`src/hdl/cmos_rtc_index_data_ports_unit_macros.svh`:
```
// ----------------------------------------------------------------------------
// CMOS RTC port unit assertion macros
// Immediate-implication and next-cycle assertion helpers clocked on clk.
// ----------------------------------------------------------------------------
`ifndef CMOS_RTC_INDEX_DATA_PORTS_UNIT_MACROS_SVH
`define CMOS_RTC_INDEX_DATA_PORTS_UNIT_MACROS_SVH
`ifndef SYNTHESIS
`define CRTC_ASSERT_IMPLIES(label, ante, cons) \
  label: assert property (@(posedge clk) disable iff (rst) (ante) |-> (cons)) \
    else $error("crtc assertion failed");
`define CRTC_ASSERT_NEXT(label, ante, cons) \
  label: assert property (@(posedge clk) disable iff (rst) (ante) |=> (cons)) \
    else $error("crtc assertion failed");
`else
`define CRTC_ASSERT_IMPLIES(label, ante, cons)
`define CRTC_ASSERT_NEXT(label, ante, cons)
`endif
`endif

```
`src/hdl/crtc_pkg.sv`:
```
// ----------------------------------------------------------------------------
// CMOS RTC package
// Store geometry, action codes, register addresses and word types.
// ----------------------------------------------------------------------------
`timescale 1ns / 1ps
package crtc_pkg;
  localparam int STORE_DEPTH = 128;
  localparam int ADDR_W = $clog2(STORE_DEPTH);
  localparam int TICK_W = 15;

  localparam logic [2:0] ACT_WR_INDEX = 3'd0;
  localparam logic [2:0] ACT_RD_INDEX = 3'd1;
  localparam logic [2:0] ACT_WR_DATA  = 3'd2;
  localparam logic [2:0] ACT_RD_DATA  = 3'd3;
  localparam logic [2:0] ACT_TICK     = 3'd4;

  localparam logic [6:0] REG_A = 7'h0A;
  localparam logic [6:0] REG_B = 7'h0B;
  localparam int PIE_BIT = 6;

  typedef struct packed {
    logic [2:0] action;
    logic [7:0] write_value;
  } item_t;

  typedef struct packed {
    logic [7:0] read_value;
    logic       periodic_irq;
    logic       nmi_masked;
  } result_t;

  typedef struct packed {
    logic       tick;
    logic       wr_en;
    logic [6:0] wr_index;
    logic [7:0] wr_data;
  } timer_ctrl_t;
endpackage

```
`src/hdl/cmos_rtc_index_data_ports_unit.sv`:
```
// ----------------------------------------------------------------------------
// CMOS RTC index/data port unit
// Index register, NMI mask, 128-byte CMOS store and periodic interrupt.
// ----------------------------------------------------------------------------
//  Channel   Handshake          Word
//  input     start / busy       item   (action, write_value)
//  output    strobe             result (read_value, periodic_irq, nmi_masked)
//
//  A word is taken in any cycle with start high and busy low, one per cycle.
//  Its result shows on result with strobe high in the following cycle only.
//  The store read port is registered, which sets that delay.
//  Reset clears the index, mask, timer and per-entry valid bits at once.
//  Busy is high only during reset; results cannot be stalled.
`timescale 1ns / 1ps
`include "cmos_rtc_index_data_ports_unit_macros.svh"
module cmos_rtc_index_data_ports_unit (
  input  logic              clk,
  input  logic              rst,
  input  logic              start,
  output logic              busy,
  input  crtc_pkg::item_t   item,
  output logic              strobe,
  output crtc_pkg::result_t result
);
  import crtc_pkg::*;

  localparam logic [7:0] DEPTH_B = 8'(STORE_DEPTH);

  logic              accept;
  logic [6:0]        reg_index;
  logic              nmi_mask;
  logic [STORE_DEPTH-1:0] valid;
  logic [ADDR_W-1:0] addr;
  logic              in_range;
  logic              data_we;
  logic [7:0]        rdata;
  logic              rd_valid;
  logic [2:0]        act_q;
  logic [7:0]        index_word;
  logic              irq_q;
  logic              irq;
  timer_ctrl_t       tctrl;

  assign busy = rst;
  assign accept = start && !busy;
  assign addr = reg_index[ADDR_W-1:0];
  assign in_range = {1'b0, reg_index} < DEPTH_B;
  assign data_we = accept && item.action == ACT_WR_DATA && in_range;

  assign tctrl.tick = accept && item.action == ACT_TICK;
  assign tctrl.wr_en = data_we;
  assign tctrl.wr_index = reg_index;
  assign tctrl.wr_data = item.write_value;

  crtc_ram #(.WIDTH(8), .DEPTH(STORE_DEPTH)) u_store (
    .clk   (clk),
    .we    (data_we),
    .addr  (addr),
    .wdata (item.write_value),
    .rdata (rdata)
  );

  crtc_timer u_timer (
    .clk  (clk),
    .rst  (rst),
    .ctrl (tctrl),
    .irq  (irq)
  );

  always_ff @(posedge clk) begin
    if (rst) begin
      reg_index <= '0;
      nmi_mask <= 1'b0;
      valid <= '0;
      strobe <= 1'b0;
      act_q <= ACT_WR_INDEX;
    end else begin
      strobe <= accept;
      if (accept) begin
        act_q <= item.action;
        if (item.action == ACT_WR_INDEX) begin
          reg_index <= item.write_value[6:0];
          nmi_mask <= item.write_value[7];
        end
      end
      if (data_we) begin
        valid[addr] <= 1'b1;
      end
    end
  end

  always_ff @(posedge clk) begin
    if (accept) begin
      rd_valid <= in_range && valid[addr];
      index_word <= {nmi_mask, reg_index};
      irq_q <= irq && item.action == ACT_TICK;
    end
  end

  always_comb begin
    result.periodic_irq = strobe && irq_q;
    result.nmi_masked = nmi_mask;
    case (act_q)
      ACT_RD_INDEX: result.read_value = index_word;
      ACT_RD_DATA:  result.read_value = rd_valid ? rdata : 8'h00;
      default:      result.read_value = 8'h00;
    endcase
  end

  `CRTC_ASSERT_NEXT(a_strobe_follows_accept, accept, strobe)
  `CRTC_ASSERT_NEXT(a_no_spurious_strobe, !accept, !strobe)
  `CRTC_ASSERT_IMPLIES(a_irq_only_on_tick, strobe && result.periodic_irq, act_q == ACT_TICK)
  `CRTC_ASSERT_IMPLIES(a_index_read_mask, strobe && act_q == ACT_RD_INDEX,
                       result.read_value[7] == result.nmi_masked)
endmodule

```
`src/hdl/crtc_ram.sv`:
```
// ----------------------------------------------------------------------------
// CMOS RTC generic RAM
// Single-address synchronous RAM with a registered, read-first read port.
// ----------------------------------------------------------------------------
`timescale 1ns / 1ps
module crtc_ram #(
  parameter int WIDTH = 8,
  parameter int DEPTH = 128
) (
  input  logic                     clk,
  input  logic                     we,
  input  logic [$clog2(DEPTH)-1:0] addr,
  input  logic [WIDTH-1:0]         wdata,
  output logic [WIDTH-1:0]         rdata
);
  logic [WIDTH-1:0] mem [DEPTH];

  always_ff @(posedge clk) begin
    if (we) begin
      mem[addr] <= wdata;
    end
    rdata <= mem[addr];
  end
endmodule

```
`src/hdl/crtc_timer.sv`:
```
// ----------------------------------------------------------------------------
// CMOS RTC periodic timer
// Shadows the rate and enable bits and divides the timebase ticks.
// ----------------------------------------------------------------------------
`timescale 1ns / 1ps
module crtc_timer (
  input  logic                 clk,
  input  logic                 rst,
  input  crtc_pkg::timer_ctrl_t ctrl,
  output logic                 irq
);
  import crtc_pkg::*;

  logic [3:0]        rate;
  logic              pie;
  logic [TICK_W-1:0] tick_count;
  logic [TICK_W-1:0] tick_count_next;
  logic [TICK_W-1:0] count_inc;
  logic [TICK_W-1:0] period;
  logic              enabled;

  assign enabled = pie && (rate != 4'd0);
  assign count_inc = tick_count + TICK_W'(1);
  assign period = TICK_W'(1) << (rate - 4'd1);
  assign irq = enabled && (count_inc >= period);

  always_comb begin
    tick_count_next = tick_count;
    if (ctrl.tick) begin
      if (!enabled || irq) begin
        tick_count_next = '0;
      end else begin
        tick_count_next = count_inc;
      end
    end
  end

  always_ff @(posedge clk) begin
    if (rst) begin
      rate <= '0;
      pie <= 1'b0;
      tick_count <= '0;
    end else begin
      tick_count <= tick_count_next;
      if (ctrl.wr_en && ctrl.wr_index == REG_A) begin
        rate <= ctrl.wr_data[3:0];
      end
      if (ctrl.wr_en && ctrl.wr_index == REG_B) begin
        pie <= ctrl.wr_data[PIE_BIT];
      end
    end
  end
endmodule
```
`config.mk`:
```
export PLATFORM = sky130hd
export DESIGN_NAME = cmos_rtc_index_data_ports_unit
export DESIGN_NICKNAME = d
export VERILOG_FILES = /design/src/hdl/crtc_pkg.sv /design/src/hdl/cmos_rtc_index_data_ports_unit.sv /design/src/hdl/crtc_ram.sv /design/src/hdl/crtc_timer.sv
export VERILOG_INCLUDE_DIRS = /design/src /design/src/hdl
export SDC_FILE = /design/constraint.sdc
export NUM_CORES = 1
export LEC_CHECK = 0
export BUFFER_PORTS_ARGS = -buffer_cell sky130_fd_sc_hd__buf_2
export CORE_ASPECT_RATIO = 1.5
export CORE_MARGIN = 4
export CORE_UTILIZATION = 45
export CTS_BUF_LIST = sky130_fd_sc_hd__clkbuf_8
export CTS_CLUSTER_SIZE = 14
export DETAILED_ROUTE_END_ITERATION = 7
export PLACE_DENSITY = 0.65
export SLEW_MARGIN = 30
export SYNTH_ARGS = -nofsm -noshare
export SYNTH_HDL_FRONTEND = slang
export SYNTH_SLANG_ARGS = --single-unit
```
`constraint.sdc`:
```
create_clock -name clk -period 7.25 [get_ports clk]
set_clock_uncertainty 0.2 [all_clocks]
set_input_delay 0 -clock clk [delete_from_list [all_inputs] [get_ports clk]]
set_output_delay 0 -clock clk [all_outputs]
set_load 0.02 [all_outputs]
```
==> impl_results.md, run 1 <==
* Outcome: finished clean
* F_max at 223 MHz
* Crit path launch type: input port
* Layout area overhead at 10.3%
* Most common flop cell mapped by yosys: edfxtp_1
* Overall die width at 275 um
* Mapped cell area at 48000 sq um
* Reg2Reg Setup Slack at 3060 ps
* CTS Root Cell: clkbuf_8
* Remaining antenna violation count at 0
* Synth Area in Adders at 0.417%
* Synth warn at 0
* Share of post-route cells with drive strength above 1 at 16.6%
* Register area at 34400 sq um
* Initial Utilization at 45.4%
* RSZ-0062 raised after global routing: false
* CTS sink cnt at 1202
* Tmin final at 4480 ps
* WP data required at 7880 ps
* Multi-input gate area at 12500 sq um
* Inserted Clock Buffers at 170
* Vias at 29700
* Xor and xnor area share after synthesis at 0.219%
* Register bit total from synthesis at 1202
* Power per cell area at 245 nW/um^2
* Arr. time, crit path at 5100 ps
* Port-buffer cells at 25
* Vias in the first global route at 29300
* H-tree lvl count at 4
* Flop pwr share at 57.8%
* Hold/Removal Path Class: in2reg
* Hold path start: item[7]
* Largest net degree at the start of global routing at 134
* Mux cell area share after synthesis at 9.61%
* Sw frac at 22.1%
* Clk Latency, worst-skew pair at 880 ps
* Simple-gate share of the synthesized area at 6.45%
* Final hold slack at 59.8 ps
* Max_cap viols at 0
* Slew headroom at 29.4%
* Fillers at 8825
* Wire per inst at 29.6 um
* Nets at 3290
* Hold Violations, Final at 0
* Post-Syn Nets at 3212
* Post-synthesis cell type count at 75
* Final wirelength at 142 mm
* Die H at 408 um
* Comb power frac at 2.7%
* Commonest non-fill, non-tap cell in the layout: edfxtp_1
* Total gr overflow at 0
* Design Power at 13.0 mW
* Full die area at 112000 sq um
* Drt via density at 6.17
* Largest family of logic cells by synthesized area: multiplexers
* Core area at 106000 sq um
* Syn avg cell area at 15.1 sq um
* Initial DRC count at 3632
* Critical R2R Launch: addr[1]
* CP Launch Point: rst
* Slew Viols, Final at 0
* Sequential-to-total area share from yosys stat at 71.6%
* TritonCTS clock tree: done
* Leakage at 16.7 nW
* Cell Rows at 146
* Total negative setup slack at 0 ps
* # DRC at 0
* HPWL Detailed at 84.8 mm
* EDFF count, synth at 1034
* Final setup vio count at 0
* Switching power at 2.87 mW
* Post-Syn Instances at 3182
* First-pass GRT wire length at 204 mm
* Period utilisation layout at 61.8%
* Maximum resistive drop on vdd at 187 uV
* Clock Power Share at 39.6%
* Most frequent cells in the layout: edfxtp_1 (1034), nor2_1 (488), clkbuf_8 (192)
* First drt pass iteration count at 8
* RD Place Congestion at 0.908
* Internal power at 10.1 mW
* Worst-path clk slew at 70 ps
* Maximum root-to-sink buffer count at 3
* Antenna violations before repair at 6
* Fraction of registers with async set or reset after synthesis at 0%
* Synth Area in Compound Gates at 9.18%
* Critical path class: in2reg
* Critical Path Fanout Max at 29
* IO Pins at 26
* Gr usage total at 25.1%
* CP endpoint kind: flop
* Least-Margin Pin Slew at 1050 ps
==> cells by family after synthesis <==
| logic type | Yosys count |
|---|---|
| DFF | 1202 |
| muxes | 379 |
| and+or+nand+nor | 740 |
| adders and majority gates | 16 |
| buffers and inverters | 225 |
| AOI/OAI and AO/OA | 608 |
| xor gates and xnor gates | 12 |
==> synth_stat cells, drive strengths merged, types with 28 or more instances <==
master | n | area share (%)
mux2 | 151 | 3.6
buf | 128 | 1.7
clkbuf | 86 | 0.67
a21oi | 115 | 1.2
dfxtp | 168 | 7.0
nand2 | 112 | 0.88
mux2i | 179 | 3.7
mux4 | 49 | 2.3
edfxtp | 1034 | 65
o21ai | 86 | 0.90
o22ai | 29 | 0.38
a221oi | 103 | 2.0
o221ai | 33 | 0.61
nor2 | 501 | 3.9
a22oi | 62 | 0.98
nand3 | 28 | 0.29
==> per-layer routing <==
metal | wire (um) | up-vias | track usage [%] | part of all wire, %
met2 | 69700 | 1856 | 41.2 | 49
met1 | 50300 | 14900 | 30.8 | 35
met4 | 9730 | 0 | 14.4 | 6.8
li1 | - | 12500 | - | -
met5 | 0 | - | 0 | 0
met3 | 12500 | 409 | 4.89 | 8.8
==> cell type report <==
type                    count  area share [%]
flip-flops and latches   1202            65.0
multi-input cells        1755            23.6
clock buffers             192            4.99
well taps                1406            3.32
repair buffers            120            1.82
clock inverters           123            1.19
inverters                  11          0.0826
diodes                      4          0.0189
==> worst max-delay path, stage by stage <==
cell and delay (ps):
dlygate4sd3_1 530, dlygate4sd3_1 580, buf_6 150, buf_12 180, nand2b_1 220, inv_1 440
nand3_1 260, nor2_1 830, nand2_1 430, nor2_1 700, nor2_1 80, nor2_1 110
dlygate4sd3_1 560
==> per-stage QoR <==
stage / utilization [%] / instances / cell area, sq um / setup WS, ps
final: 50.1 / 4813 / 53000 / 2770
after global routing: 50.1 / 4810 / 53000 / 2670
after CTS: 50.1 / 4809 / 53000 / 3000
after detailed placement: 46.7 / 4470 / 49400 / 3140
after global placement: 46.7 / 4470 / 49400 / 2930
after floorplan: - / 3182 / 48000 / 3830
==> power by group through the flow <==
stage | Clock [mW] | Combinational (mW) | Sequential, mW
after floorplan | 0 | 0.127 | 7.66
after global placement | 0 | 0.326 | 7.66
after detailed placement | 0 | 0.330 | 7.66
after CTS | 5.21 | 0.343 | 7.51
after global routing | 5.54 | 0.358 | 7.51
final | 5.14 | 0.345 | 7.51
==> what timing repair did <==
action	in CTS	in global routing
hold buffers	24	0
resized for setup	0	0
setup buffers	0	0
endpoints found under the hold margin	657	0
==> final timing paths <==
kind | end | cells past startpoint
worst max-delay path | valid[56] | 13
worst min-delay path | u_store.mem[15][7] | 2
worst max register to register | u_store.mem[78][6] | 5
worst min register to register | valid[110] | 2
==> state kept, by name, summed over array words and instances (netlist names) <==
register / count
act_q: 3
addr: 7
index_word: 8
irq_q: 1
nmi_mask: 1
rd_valid: 1
strobe: 1
u_store.mem: 1024
u_store.rdata: 8
u_timer.pie: 1
u_timer.rate: 4
u_timer.tick_count: 15
valid: 128
Note: power is estimated with default switching activity, not from simulation.
==> run 2, diff against run 1 <==
==> constraint.sdc (replaced) <==
create_clock -name clk -period 4.5 [get_ports clk]
set_clock_uncertainty 0.2 [all_clocks]
set_input_delay 0 -clock clk [delete_from_list [all_inputs] [get_ports clk]]
set_output_delay 0 -clock clk [all_outputs]
set_load 0.02 [all_outputs]
==> impl_results.md, run 2 (synthesized netlist as in run 1, its figures left out) <==
* Switching power at 4.51 mW (+57%)
* Initial Utilization at 45.4% (unchanged)
* Final wirelength at 142 mm (+0.13%)
* Clk Latency, worst-skew pair at 880 ps (about the same)
* Largest net degree at the start of global routing at 95 (-29%)
* Clock Power Share at 39.0% (-0.6 points)
* Remaining antenna violation count at 0 (unchanged)
* Max_cap viols at 0 (unchanged)
* Hold Path End: u_store.mem[2][5]
* Nets at 3502 (+6.4%)
* Design Power at 20.8 mW (+60%)
* Sw frac at 21.7% (-0.38 points)
* Least-Margin Pin Slew at 1080 ps (+20.3 ps)
* Most frequent cells in the layout: edfxtp_1 (1034), nor2_1 (497), buf_4 (266)
* Core area at 106000 sq um (unchanged)
* Total negative setup slack at 0 ps (unchanged)
* Inserted Clock Buffers at 167 (-1.8%)
* Final setup vio count at 0 (unchanged)
* First-pass GRT wire length at 206 mm (+0.86%)
* Maximum resistive drop on vdd at 298 uV (+59%)
* TritonCTS clock tree: done
* HPWL Detailed at 88.0 mm (+3.8%)
* Initial DRC count at 3374 (-7.1%)
* Maximum root-to-sink buffer count at 3 (unchanged)
* Tmin final at 3910 ps
* F_max at 256 MHz
* Vias at 30200 (+1.8%)
* CP endpoint kind: flop
* R2R depth at 14 (+9)
* Final Non-Filler Cells at 5024 (+4.4%)
* RSZ-0062 raised after global routing: false
* Antenna violations before repair at 4 (-2)
* IO Pins at 26 (unchanged)
* WP data required at 4870 ps (-3010 ps)
* RD Place Congestion at 0.902 (-0.68%)
* Post-CTS setup buffers at 0 (unchanged)
* H-tree lvl count at 4 (unchanged)
* Share of post-route cells with drive strength above 1 at 21.1% (+4.5 points)
* Worst-path clk slew at 70 ps (about the same)
* Cell Rows at 146 (unchanged)
* Final hold slack at 68.3 ps (+8.54 ps)
* Total gr overflow at 0 (unchanged)
* Post-cts resize count at 0 (unchanged)
* # DRC at 0 (unchanged)
* Regs by FF count: u_store.mem (1024), valid (128), u_timer.tick_count (15)
* Gr usage total at 25.2% (+0.11 points)
* Biggest register: u_store.mem
* Internal power at 16.3 mW (+61%)
* Die H at 408 um (unchanged)
* Placed Cells at 4677 (+4.6%)
* Hold/Removal Path Class: in2reg
* Period utilisation layout at 86.9%
* First drt pass iteration count at 6 (-2)
* Port-buffer cells at 25 (unchanged)
* Power per cell area at 379 nW/um^2 (+55%)
* Vias in the first global route at 29900 (+2.1%)
* Wire per inst at 28.4 um (-4.1%)
* Drt via density at 6.01 (-2.5%)
* Full die area at 112000 sq um (unchanged)
* Hold path start: item[5]
* Hold path depth at 2 (unchanged)
* Hold Violations, Final at 0 (unchanged)
* Outcome: finished clean
* Critical path class: in2reg
* Arr. time, crit path at 4280 ps (-820 ps)
* Crit path launch type: input port
* Commonest non-fill, non-tap cell in the layout: edfxtp_1
* Reg-to-Reg End: u_timer.tick_count[10]
* Critical R2R Launch: u_timer.tick_count[0]
* Critical Path Fanout Max at 21 (-28%)
* Reg2Reg Setup Slack at 590 ps (-2470 ps)
* Leakage at 17.9 nW (+7.5%)
* Slew Viols, Final at 0 (unchanged)
* Slew headroom at 28.2% (-1.3 points)
* Max reg flops at 1024 (unchanged)
* CTS sink cnt at 1202 (unchanged)
* CTS Root Cell: clkbuf_8
* Flop pwr share at 58.2% (+0.4 points)
* Layout area overhead at 14.0%
* Overall die width at 275 um (unchanged)
* Comb power frac at 2.8% (about the same)
-- run 2: cell types whose count changed in the layout (fill, tap and decap cells not counted), sizes merged --
cell,change
buf,+210
bufinv,-2
clkbuf,+4
clkinv,-18
clkinvlp,+3
diode,-2
dlygate4sd3,+5
inv,+11
-- run 2: worst max-delay path by stage --
stage,slack (ps),cells after the start,end,from
finish,590,12,u_store.mem[74][4],rst
CTS,30,12,u_store.mem[74][4],rst
detailed placement,610,7,u_store.rdata[2],addr[2]
global placement,370,8,u_store.rdata[7],addr[2]
global route,180,14,u_timer.tick_count[10],u_timer.tick_count[0]
floorplan,1080,15,u_timer.tick_count[10],u_timer.tick_count[0]
-- run 2: power groups by stage --
| stage | registers (mW) | logic, mW | clock network [mW] |
|---|---|---|---|
| finish | 12.1 | 0.573 | 8.10 |
| detailed placement | 12.3 | 0.534 | 0 |
| CTS | 12.1 | 0.565 | 8.21 |
| floorplan | 12.3 | 0.205 | 0 |
| global placement | 12.3 | 0.520 | 0 |
| global route | 12.1 | 0.594 | 8.75 |
-- run 2: final cells by class --
| cell class | count | area (sq um) |
|---|---|---|
| diodes | 2 | 5.00 |
| clock buffers | 196 | 2700 |
| clock inverters | 117 | 527 |
| fillers | 8694 | 51000 |
| inverters | 11 | 43.8 |
| multi-input cells | 1755 | 12500 |
| flip-flops and latches | 1202 | 34400 |
| well taps | 1406 | 1760 |
| repair buffers | 335 | 2820 |
-- run 2: routing by layer --
layer	GRT usage, %	up-vias	share of wire (%)
met5	0	-	0
met4	13.7	0	6.2
met3	5.32	351	8.7
met2	41.3	1607	49
met1	31.2	15300	36
li1	-	13000	-
-- run 2: timing repair --
| item | 4_1_cts | 5_1_grt |
|---|---|---|
| hold buffers | 31 | 0 |
| endpoints found under the setup margin | 0 | 0 |
| hold endpoints to repair | 1045 | 0 |
-- run 2: critical path, cell delays in order --
cell and delay, ps:
dlygate4sd3_1 530, dlygate4sd3_1 570, buf_6 170, buf_2 300
nand2b_1 280, inv_1 70, buf_4 230, nand3_1 330
nor2_1 730, nand2_1 390, nor2_1 420, buf_4 250
-- run 2: metrics by stage --
stage | instance area [sq um] | worst slack, ps | utilization (%)
finish | 54800 | 591 | 51.8
floorplan | 48000 | 1080 | -
CTS | 54700 | 27.8 | 51.7
global placement | 51100 | 375 | 48.3
detailed placement | 51200 | 610 | 48.4
global route | 54800 | 180 | 51.8
